File: src/design/lcpf_div.sv
// Sequential signed divider, one quotient bit per cycle, rounded to nearest.
// Standalone; used by line_correlation_peak_finder.
module lcpf_div #(
    parameter int NUMW = 44,
    parameter int DENW = 34
) (
    input  logic                   clk,
    input  logic                   rst_n,
    input  logic                   start,
    input  logic signed [NUMW-1:0] num,
    input  logic signed [DENW-1:0] den,
    output logic                   done,
    output logic signed [NUMW+1:0] quo
);

    localparam int CW = $clog2(NUMW + 1);

    logic            busy_reg;
    logic            done_reg;
    logic            neg_reg;
    logic [CW-1:0]   cnt_reg;
    logic [NUMW:0]   n_reg;
    logic [DENW:0]   rem_reg;
    logic [DENW-1:0] d_reg;

    logic [NUMW-1:0] abs_n;
    logic [DENW-1:0] abs_d;
    logic [DENW:0]   rem_sh;
    logic            qbit;

    always_comb
    begin
        abs_n  = num[NUMW-1] ? (~num + 1'b1) : num;
        abs_d  = den[DENW-1] ? (~den + 1'b1) : den;
        rem_sh = {rem_reg[DENW-1:0], n_reg[NUMW]};
        qbit   = (rem_sh >= {1'b0, d_reg});
        quo    = neg_reg ? -$signed({1'b0, n_reg}) : $signed({1'b0, n_reg});
    end

    assign done = done_reg;

    always_ff @(posedge clk or negedge rst_n)
    begin
        if (!rst_n)
        begin
            busy_reg <= 1'b0;
            done_reg <= 1'b0;
            cnt_reg  <= '0;
        end
        else
        begin
            done_reg <= 1'b0;
            if (start)
            begin
                busy_reg <= 1'b1;
                cnt_reg  <= '0;
            end
            else if (busy_reg)
            begin
                cnt_reg <= cnt_reg + 1'b1;
                if (cnt_reg == CW'(NUMW))
                begin
                    busy_reg <= 1'b0;
                    done_reg <= 1'b1;
                end
            end
        end
    end

    always_ff @(posedge clk)
    begin
        if (start)
        begin
            neg_reg <= num[NUMW-1] ^ den[DENW-1];
            d_reg   <= abs_d;
            n_reg   <= (NUMW+1)'(abs_n) + (NUMW+1)'(abs_d >> 1);
            rem_reg <= '0;
        end
        else if (busy_reg)
        begin
            rem_reg <= qbit ? (rem_sh - {1'b0, d_reg}) : rem_sh;
            n_reg   <= {n_reg[NUMW-1:0], qbit};
        end
    end

endmodule

File: config.mk
export PLATFORM = sky130hd
export DESIGN_NAME = lcpf_div
export DESIGN_NICKNAME = d
export VERILOG_FILES = /design/src/design/lcpf_div.sv
export SDC_FILE = /design/constraint.sdc
export NUM_CORES = 1
export LEC_CHECK = 0
export BUFFER_PORTS_ARGS = -buffer_cell sky130_fd_sc_hd__buf_2
export CAP_MARGIN = 15
export CELL_PAD_IN_SITES_DETAIL_PLACEMENT = 0
export CELL_PAD_IN_SITES_GLOBAL_PLACEMENT = 1
export CORE_UTILIZATION = 45
export DETAILED_ROUTE_END_ITERATION = 16
export MAX_ROUTING_LAYER = met4
export PLACE_DENSITY_LB_ADDON = 0.1
export RECOVER_POWER = 25
export SLEW_MARGIN = 20
export SYNTH_ARGS = -nofsm -noshare
export SYNTH_HDL_FRONTEND = slang
export SYNTH_SLANG_ARGS = --single-unit
File: constraint.sdc
create_clock -name clk -period 4.5 [get_ports clk]
set_input_delay 0.45 -clock clk [delete_from_list [all_inputs] [get_ports clk]]
set_output_delay 0.45 -clock clk [all_outputs]
set_load 0.01 [all_outputs]
==> flow_metrics.tcl <==
set metrics [dict create \
    grt_overflow 0 \
    dp_hpwl_um 27400 \
    hold_slack_ps 474 \
    fmax_ghz 0.229 \
    synth_area_leaders "edfxtp_1 21%, xnor2_1 10%, ha_1 7.2%, dfxtp_1 5.9%, xor2_1 4.0%" \
    yosys_warnings 0 \
    cap_violations 1 \
    swShare 0.401 \
    r2r_start "rem_reg[11]$_SDFFE_PP0P_" \
    setup_ws_ps 140 \
    insertion_delay_ps 420 \
    via_per_inst 5.71 \
    seqPwrFrac 0.295 \
    htree_levels 4 \
    hold_viol 0 \
    yosys.area.top_type_share 0.208 \
    async_flop_share 0.0656 \
    grt_pass1_wl_um 53900 \
    start_util 0.458 \
    p_sw_mw 2.52 \
    synth-main-ff-cell "edfxtp_1" \
    maxSlewViolCount 36 \
    p_clk_frac 0.200 \
    num_vias 10800 \
    clock_path_buffers 2 \
    reg2reg_to "n_reg[0]$_DFFE_PP_" \
    syn-num-nets 1471 \
    wirelength_um 34000 \
    cts_root_buf "clkbuf_16" \
    cp-start-kind "flop" \
    avgSynthCellArea_um2 8.73 \
    period_share 0.969 \
    hold_path_class "in -> async" \
    grt_usage 0.270 \
    grt_start_max_net_pins 81 \
    reg2reg_depth 12 \
    rrSetupSlack_ps 730 \
    violations "capacitance limit, slew limit" \
    cts_num_sinks 122 \
    placed_cell_area_um2 13300 \
    cts_tree "built" \
    placementRows 58 \
    p_leak_nw 5.82 \
    synth_edf_count 80 \
    ys_seq_elements 122 \
    cellPowerDensity_nw_per_um2 450 \
    die-area_um2 26300 \
    drc 0 \
    grt_pass1_vias 10100 \
    syn_to_final_growth_pct 21.0 \
    die_w_um 162 \
    syn_area_um2 11500 \
    dp_slack_ps -254 \
    synthCells 1322 \
    placeableCoreArea_um2 25200 \
    synth-simple-area-share 0.177 \
    critPathKind "reg -> out" \
    antenna_found_initial 1 \
    clk_pin_slew_ps 60 \
    skew_ps 14.0 \
    synth_compound_area_frac 0.238 \
    critPathRequiredTime_ps 4050 \
    drt_iter0_markers 841 \
    finalInstanceArea_um2 14000 \
    antenna_left 0 \
    max_slew_margin -0.124 \
    layout.nets 1690 \
    ys_seq_area_frac 0.285 \
    ir_worst_vdd_uv 481 \
    status "finished with violations" \
    wl_per_cell_um 18.0 \
    dr.pass1.iters 5 \
    yosys.area.top_type "edfxtp_1" \
    pin_count 128 \
    cp.arrival_ps 3910 \
    worst_pin_slew_ps 1690 \
    synth_top_family_by_area "compound AO/OA/AOI/OAI gates" \
    p_int_mw 3.77 \
    post-route-min-period_ps 4360 \
    die_y_um 162 \
    setup_violations 0 \
    synth-adder-area-share 0.0768 \
    cts_buffers 17 \
    port_buffers 127 \
    path_max_fanout 4 \
    tns_ps 0 \
    ys_types 97 \
    drive_above_1_share 0.210 \
    pwr-share-comb 0.505 \
    largest_register_ff_count 45 \
    synthXorXnorAreaFrac 0.149 \
    cp-end-kind "output pin" \
    gp_congestion 0.981 \
    synth.area.mux_share 0.0312 \
]
==> critical path, stage by stage (launching register included) <==
cell,delay (ps)
edfxtp_1,390
or4_4,570
nor4_4,170
nand2b_1,110
or2_4,260
or4_4,490
or4_4,430
nand2b_4,170
or3_4,390
o31ai_4,200
xnor2_1,150
buf_2,160
==> cell usage after synthesis, drive strengths merged, types with 6 or more instances <==
cell	number
o311ai	8
nor4	20
nor2b	6
or2	8
xor2	53
o41ai	25
mux2	16
o211ai	12
ha	66
o21ai	75
nand2	108
a32oi	8
a21oi	58
a31oi	12
o21bai	7
dfrtp	8
nand2b	16
xnor2	134
or3	20
o31ai	40
a211oi	21
nor3	19
or4	27
and2	8
clkbuf	37
buf	10
nand4	20
inv	81
o2111ai	6
nand3	32
a21o	33
nor2	90
edfxtp	80
o21a	15
dfxtp	34
mux2i	18
==> power groups by stage <==
stage / registers (mW) / clock network, mW / logic, mW
3_5_place_dp: 1.85 / 0 / 3.13
2_1_floorplan: 1.76 / 0 / 2.15
6_report: 1.85 / 1.26 / 3.17
5_1_grt: 1.89 / 1.33 / 3.49
3_3_place_gp: 1.84 / 0 / 3.11
4_1_cts: 1.84 / 1.28 / 3.16
==> logic make-up (layout without fill, tap and decap cells) <==
kind of cell	after synthesis	after routing
other	0	1
buffers and inverters	128	360
AOI/OAI and AO/OA	380	380
muxes	34	34
and+or+nand+nor	398	398
adders and majority gates	70	70
xor gates and xnor gates	190	190
DFF	122	122
==> metal layers <==
layer | routed length [µm] | global-route usage
met5 | 0 | -
met2 | 14700 | 0.404
met1 | 17000 | 0.381
met3 | 1700 | 0.0398
met4 | 575 | 0.0686
==> placed cells by master (no fill, tap or decap), types with 35 or more instances in the layout <==
cell	n
inv_1	80
o31ai_1	35
ha_1	66
o21ai_0	69
buf_4	109
nand2_1	107
nor2_1	90
edfxtp_1	80
a21oi_1	57
xor2_1	53
buf_2	122
xnor2_1	133
==> worst max path at each step <==
| stage | start | slack (ps) | to | cells after the start |
|---|---|---|---|---|
| floorplan | num[43] | 70 | n_reg[43]$_DFFE_PP_ | 18 |
| global placement | num[1] | -180 | n_reg[36]$_DFFE_PP_ | 20 |
| detailed placement | num[1] | -250 | n_reg[36]$_DFFE_PP_ | 20 |
| CTS | n_reg[3]$_DFFE_PP_ | 5 | quo[40] | 11 |
| global route | n_reg[3]$_DFFE_PP_ | -20 | quo[40] | 11 |
| finish | n_reg[3]$_DFFE_PP_ | 140 | quo[40] | 11 |
==> metrics by stage <==
step / util / power (mW) / instances
final: 0.554 / 6.28 / 1885
after detailed placement: 0.529 / 4.98 / 1850
after CTS: 0.553 / 6.28 / 1884
after global placement: 0.529 / 4.96 / 1850
after floorplan: - / 3.91 / 1322
after global routing: 0.554 / 6.71 / 1885
==> layout make-up <==
| type | instances | area, µm² |
|---|---|---|
| diodes | 1 | 2.50 |
| clock buffers | 26 | 510 |
| clock inverters | 6 | 36.3 |
| fillers | 2345 | 11200 |
| inverters | 81 | 304 |
| multi-input cells | 1072 | 7880 |
| flip-flops and latches | 122 | 3280 |
| well taps | 330 | 413 |
| repair buffers | 247 | 1530 |
==> timing repair <==
item	CTS	global route
setup endpoints to repair	10	23
resized for setup	10	13
hold endpoints to repair	8	0
setup buffers	1	0
hold buffers	1	0
pin swaps	1	2
No activity file was read; power rests on OpenSTA's default activity.
