## config.mk

```make
export PLATFORM = sky130hd
export DESIGN_NAME = lcpf_cell
export DESIGN_NICKNAME = d
export VERILOG_FILES = /design/src/design/lcpf_pkg.sv /design/src/design/lcpf_cell.sv
export SDC_FILE = /design/constraint.sdc
export NUM_CORES = 2
export LEC_CHECK = 0
export BUFFER_PORTS_ARGS = -buffer_cell sky130_fd_sc_hd__buf_2
export CAP_MARGIN = 20
export CORE_MARGIN = 4
export CORE_UTILIZATION = 45
export CTS_BUF_LIST = sky130_fd_sc_hd__clkbuf_4
export CTS_CLUSTER_DIAMETER = 120
export DETAILED_ROUTE_END_ITERATION = 12
export PLACE_DENSITY_LB_ADDON = 0.08
export SLEW_MARGIN = 20
export SYNTH_ARGS = -nofsm -noshare
export SYNTH_HDL_FRONTEND = slang
export SYNTH_SLANG_ARGS = --single-unit
```

## constraint.sdc

```tcl
create_clock -name clk -period 4.7 [get_ports clk]
set_input_delay 0.47 -clock clk [delete_from_list [all_inputs] [get_ports clk]]
set_output_delay 0.47 -clock clk [all_outputs]
set_load 0.01 [all_outputs]
```

## src/design/lcpf_pkg.sv

```systemverilog
// Shared constants and the cell control type for the line correlation peak finder.
// Used by lcpf_cell and line_correlation_peak_finder; depends on nothing else.
package lcpf_pkg;

    localparam int SAMPLE_WIDTH   = 16;
    localparam int MAX_OFFSET_DEF = 40;
    localparam int MAX_LINE_DEF   = 4096;
    localparam int CFG_WIDTH      = 6;
    localparam int OFF_WIDTH      = 15;
    localparam int SCORE_WIDTH    = 16;
    localparam int APB_ADDR_WIDTH = 2;
    localparam int APB_DATA_WIDTH = 32;

    localparam logic [CFG_WIDTH-1:0]      CFG_MAX_OFFSET_RESET = 6'd8;
    localparam logic [APB_ADDR_WIDTH-1:0] ADDR_MAX_OFFSET      = 2'd0;

    typedef struct packed {
        logic clr;
        logic acc;
        logic shift_neg;
        logic shift_pos;
    } cell_ctrl_t;

endpackage

```

## src/design/lcpf_cell.sv

```systemverilog
// One lag cell: a tap of the sample delay lines and the sums of lags +k and -k.
// Depends on lcpf_pkg.
module lcpf_cell #(
    parameter int SW   = lcpf_pkg::SAMPLE_WIDTH,
    parameter int SUMW = 44
) (
    input  logic                   clk,
    input  logic                   rst_n,
    input  lcpf_pkg::cell_ctrl_t   ctrl,
    input  logic signed [SW-1:0]   r_in,
    input  logic signed [SW-1:0]   c_in,
    input  logic signed [SW-1:0]   prev_ref,
    input  logic signed [SW-1:0]   prev_cmp,
    input  logic signed [SUMW-1:0] neg_in,
    input  logic signed [SUMW-1:0] pos_in,
    output logic signed [SW-1:0]   ref_q,
    output logic signed [SW-1:0]   cmp_q,
    output logic signed [SUMW-1:0] neg_q,
    output logic signed [SUMW-1:0] pos_q
);

    logic signed [SW-1:0]   ref_reg;
    logic signed [SW-1:0]   cmp_reg;
    logic signed [SUMW-1:0] neg_reg;
    logic signed [SUMW-1:0] pos_reg;
    logic signed [2*SW-1:0] p_pos;
    logic signed [2*SW-1:0] p_neg;

    always_comb
    begin
        p_pos = prev_ref * c_in;
        p_neg = r_in * prev_cmp;
    end

    always_ff @(posedge clk or negedge rst_n)
    begin
        if (!rst_n)
        begin
            ref_reg <= '0;
            cmp_reg <= '0;
            neg_reg <= '0;
            pos_reg <= '0;
        end
        else if (ctrl.clr)
        begin
            ref_reg <= '0;
            cmp_reg <= '0;
            neg_reg <= '0;
            pos_reg <= '0;
        end
        else if (ctrl.acc)
        begin
            ref_reg <= prev_ref;
            cmp_reg <= prev_cmp;
            pos_reg <= pos_reg + SUMW'(p_pos);
            neg_reg <= neg_reg + SUMW'(p_neg);
        end
        else
        begin
            if (ctrl.shift_neg)
            begin
                neg_reg <= neg_in;
            end
            if (ctrl.shift_pos)
            begin
                pos_reg <= pos_in;
            end
        end
    end

    assign ref_q = ref_reg;
    assign cmp_q = cmp_reg;
    assign neg_q = neg_reg;
    assign pos_q = pos_reg;

endmodule

```

==> results.tsv <==
stage	metric	value	unit
detailed_routing	WL final	95600	um
final_layout	most common cell after layout, fill and taps aside	inv_1	
floorplan	DIE AREA	74500	um^2
final_layout	fin nets	5226	
setup_path	CP bufs+invs	5	
placement	GPL Wtd Cong	0.893	
final_layout	commonest cells after routing, fill and taps aside	794 x inv_1, 653 x fa_1, 517 x buf_4	
cts	Clock Tree Buf Depth	2	
detailed_routing	Via Count	25800	
grt	initial antenna violation count	15	
setup_path	WS Path Type	in2reg	
cts	htree depth	4	
detailed_routing	wire length per cell	18.8	um
synth	sequential element share of the synthesized area	9.51	%
cts	CTS Sinks	120	
floorplan	Die Wd	273	um
cts	clock slew at reported path FFs	0.14	ns
setup_path	startpoint types	primary input	
timing	Final setup viols	62	
cts	CTS root buf	clkbuf_4	
placement	Placed Instance Area	38500	um^2
synth	EDFF count, synth	0	
final_layout	layout cells sized above 1	31.0	%
synth	Yosys reg bits	120	
timing	Max Freq	177	MHz
cts	CTS tree	built	
timing	Slew @ Worst Pin	1.15	ns
synth	post-synth top area share	43.9	%
setup_path	CP top delay family	adder cells	
grt	largest net degree at the start of global routing	67	
cts	Num CTS Buffers	17	
synth	Synth Cell Area	31600	um^2
detailed_routing	Remaining DRCs	0	
grt	Total GRT Usage	26.5	%
detailed_routing	Final ANT Viol Nets	0	
timing	Final Max Tran Viols	0	
synth	Avg Cell Area, Syn	9.41	um^2
synth	synth top area cells	fa_1 44%, inv_1 10%, ha_1 9.7%	
timing	setup ws final	-0.964	ns
status	violated checks	negative setup slack	
synth	post-synth cell types	73	
floorplan	I/O pin cnt	278	
setup_path	Worst EP required	5.33	ns
final_layout	synthesis-to-layout area growth	32.1	%
setup_path	crit path DAT	6.30	ns
final_layout	fillers	6008	
status	status	complete, but fails checks	
timing	fin crit period	5.66	ns
synth	Gate Count Post-Synth	3357	
synth	Yosys top cell by area	fa_1	
hold_path	HP Class	in2reg	
timing	unrepaired setup endpoints after global routing	yes	
floorplan	Die Y	273	um
placement	# port buffers	277	
timing	Final period util	121	%
setup_path	CP peak stage delay	0.69	ns
placement	DP HPWL	79400	um
timing	final hold violation count	0	
timing	Rel. slew slack	23.3	%
setup_path	worst path cell trace	buf_12 > buf_12 > nand2_4 > inv_2 > fa_2 > inv_2 > fa_2 > fa_2 > fa_2 > fa_1 > fa_1 > inv_1 > ha_1 > a21o_1 > a21o_1 > or4_4 > o22a_4 > a2111o_1 > o211a_1	
timing	Final Skew	0.0362	ns
synth	Post-synth top flop	dfrtp_1	
grt	first-pass GRT wire length	154000	um
setup_path	crit-path max FO	8	
detailed_routing	1st-iter DRT viols	1211	
setup_path	Critical Path Most Common Cell	fa_2	
floorplan	core footprint	69100	um^2
cts	clock latency on the worst-skew pair	0.74	ns
synth	Async S/R FF share, synth	100	%
detailed_routing	DR vias/cell	5.07	
grt	vias in the first global route	29100	
final_layout	design area	41700	um^2
synth	synth warn	0	
floorplan	Starting Density	45.7	%
setup_path	CP Capture Type	register	
grt	total congestion overflow	0	
synth	Net Count, Synth	4453	
detailed_routing	Pre-antenna DRT Iters	7	
job	Max-Cap Viols	0	
setup_path	slowest CP cell	fa_2	
floorplan	Site Rows	96	
-- sequential cells by signal (all words and copies together) (netlist names) --
register,flops
pos_q,44
cmp_q,16
ref_q,16
neg_q,44
-- worst register-to-register path, stage by stage, from the launching register on --
cell and delay, ns:
dfrtp_1 0.38, inv_1 0.10, fa_1 0.51, inv_1 0.05
fa_1 0.53, fa_1 0.45, fa_1 0.55, inv_1 0.05
fa_1 0.50, inv_2 0.05, ha_4 0.27, and3_4 0.20
nand3_4 0.09, a2111o_1 0.42, a31oi_4 0.30, a31oi_4 0.16
o31ai_1 0.27, a21o_1 0.21, mux2i_2 0.25, a211oi_2 0.07
-- per-layer routing --
metal / vias to the layer above / track usage (%) / part of all wire [%]
met5: - / 0 / 0.072
met4: 10 / 7.39 / 2.5
met3: 130 / 3.56 / 4.8
met2: 593 / 46.4 / 51
met1: 13300 / 34.7 / 42
li1: 11700 / - / -
-- cell usage after synthesis, types with 12 or more instances --
cell type,number
inv_1,846
fa_1,692
nand2_1,296
and2_1,250
ha_1,246
clkbuf_1,120
dfrtp_1,120
nor2_1,118
a211oi_1,96
a21oi_1,89
mux2i_1,79
xnor2_1,55
nor2b_1,45
a21o_1,42
o21ai_0,31
xor2_1,25
a31oi_1,16
nand3_1,15
buf_1,12
-- path summary, 6_finish.rpt --
kind	start	endpoint	cells after the start	slack [ns]
worst max-delay path	r_in[15]	neg_q[43]	19	-0.96
worst min-delay path	pos_in[41]	pos_q[41]	3	0.08
worst max register to register	pos_q[15]	pos_q[32]	19	-0.83
worst min register to register	ref_q[2]	ref_q[2]	2	0.54
max in group asynchronous	rst_n	pos_q[30]	3	3.37
min in group asynchronous	rst_n	cmp_q[4]	2	0.23
-- final cells by class --
cell class / count / area [um^2] / area share [%]
inverter: 846 / 3190 / 7.64
tap: 931 / 1160 / 2.79
clock inverter: 13 / 121 / 0.291
multi-input combinational: 2259 / 27200 / 65.1
clock buffer: 18 / 135 / 0.324
timing repair buffer: 886 / 6920 / 16.6
antenna: 9 / 22.5 / 0.0540
sequential: 120 / 3000 / 7.20
-- what timing repair did --
action | in CTS | in global routing
setup endpoints to repair | 62 | 67
gates resized for setup | 267 | 245
gates cloned | 1 | 3
pin swaps | 115 | 179
hold endpoints to repair | 59 | 0
setup buffers | 31 | 43
hold buffers | 18 | 0
-- logic make-up (layout without fill, tap and decap cells) --
group | count (synthesis) | count (layout) | synth area share (%)
buffers and inverters | 978 | 1763 | 11.6
other | 0 | 9 | 0
AOI/OAI and AO/OA | 382 | 382 | 8.35
adders and majority gates | 938 | 938 | 53.6
and+or+nand+nor | 778 | 778 | 12.1
DFF | 120 | 120 | 9.51
muxes | 81 | 81 | 2.57
xor gates and xnor gates | 80 | 80 | 2.22
-- per-stage QoR --
| step | TNS (ns) | utilization [%] | hold slack, ns | instances | worst slack (ns) |
|---|---|---|---|---|---|
| after detailed placement | -100.94 | 55.7 | 0.459 | 4954 | -1.97 |
| after CTS | -34.38 | 58.2 | 0.00221 | 5033 | -0.920 |
| final | -41.01 | 60.4 | 0.0767 | 5082 | -0.964 |
| after global placement | -97.69 | 55.7 | 0.457 | 4954 | -1.84 |
| after floorplan | -58.30 | - | 0.174 | 3357 | -1.49 |
| after global routing | -48.42 | 60.4 | 0.0347 | 5076 | -1.08 |
Power is left out: the tool's default activity adds up to more than one toggle a clock period on the data nets, which glitch-free logic cannot reach.
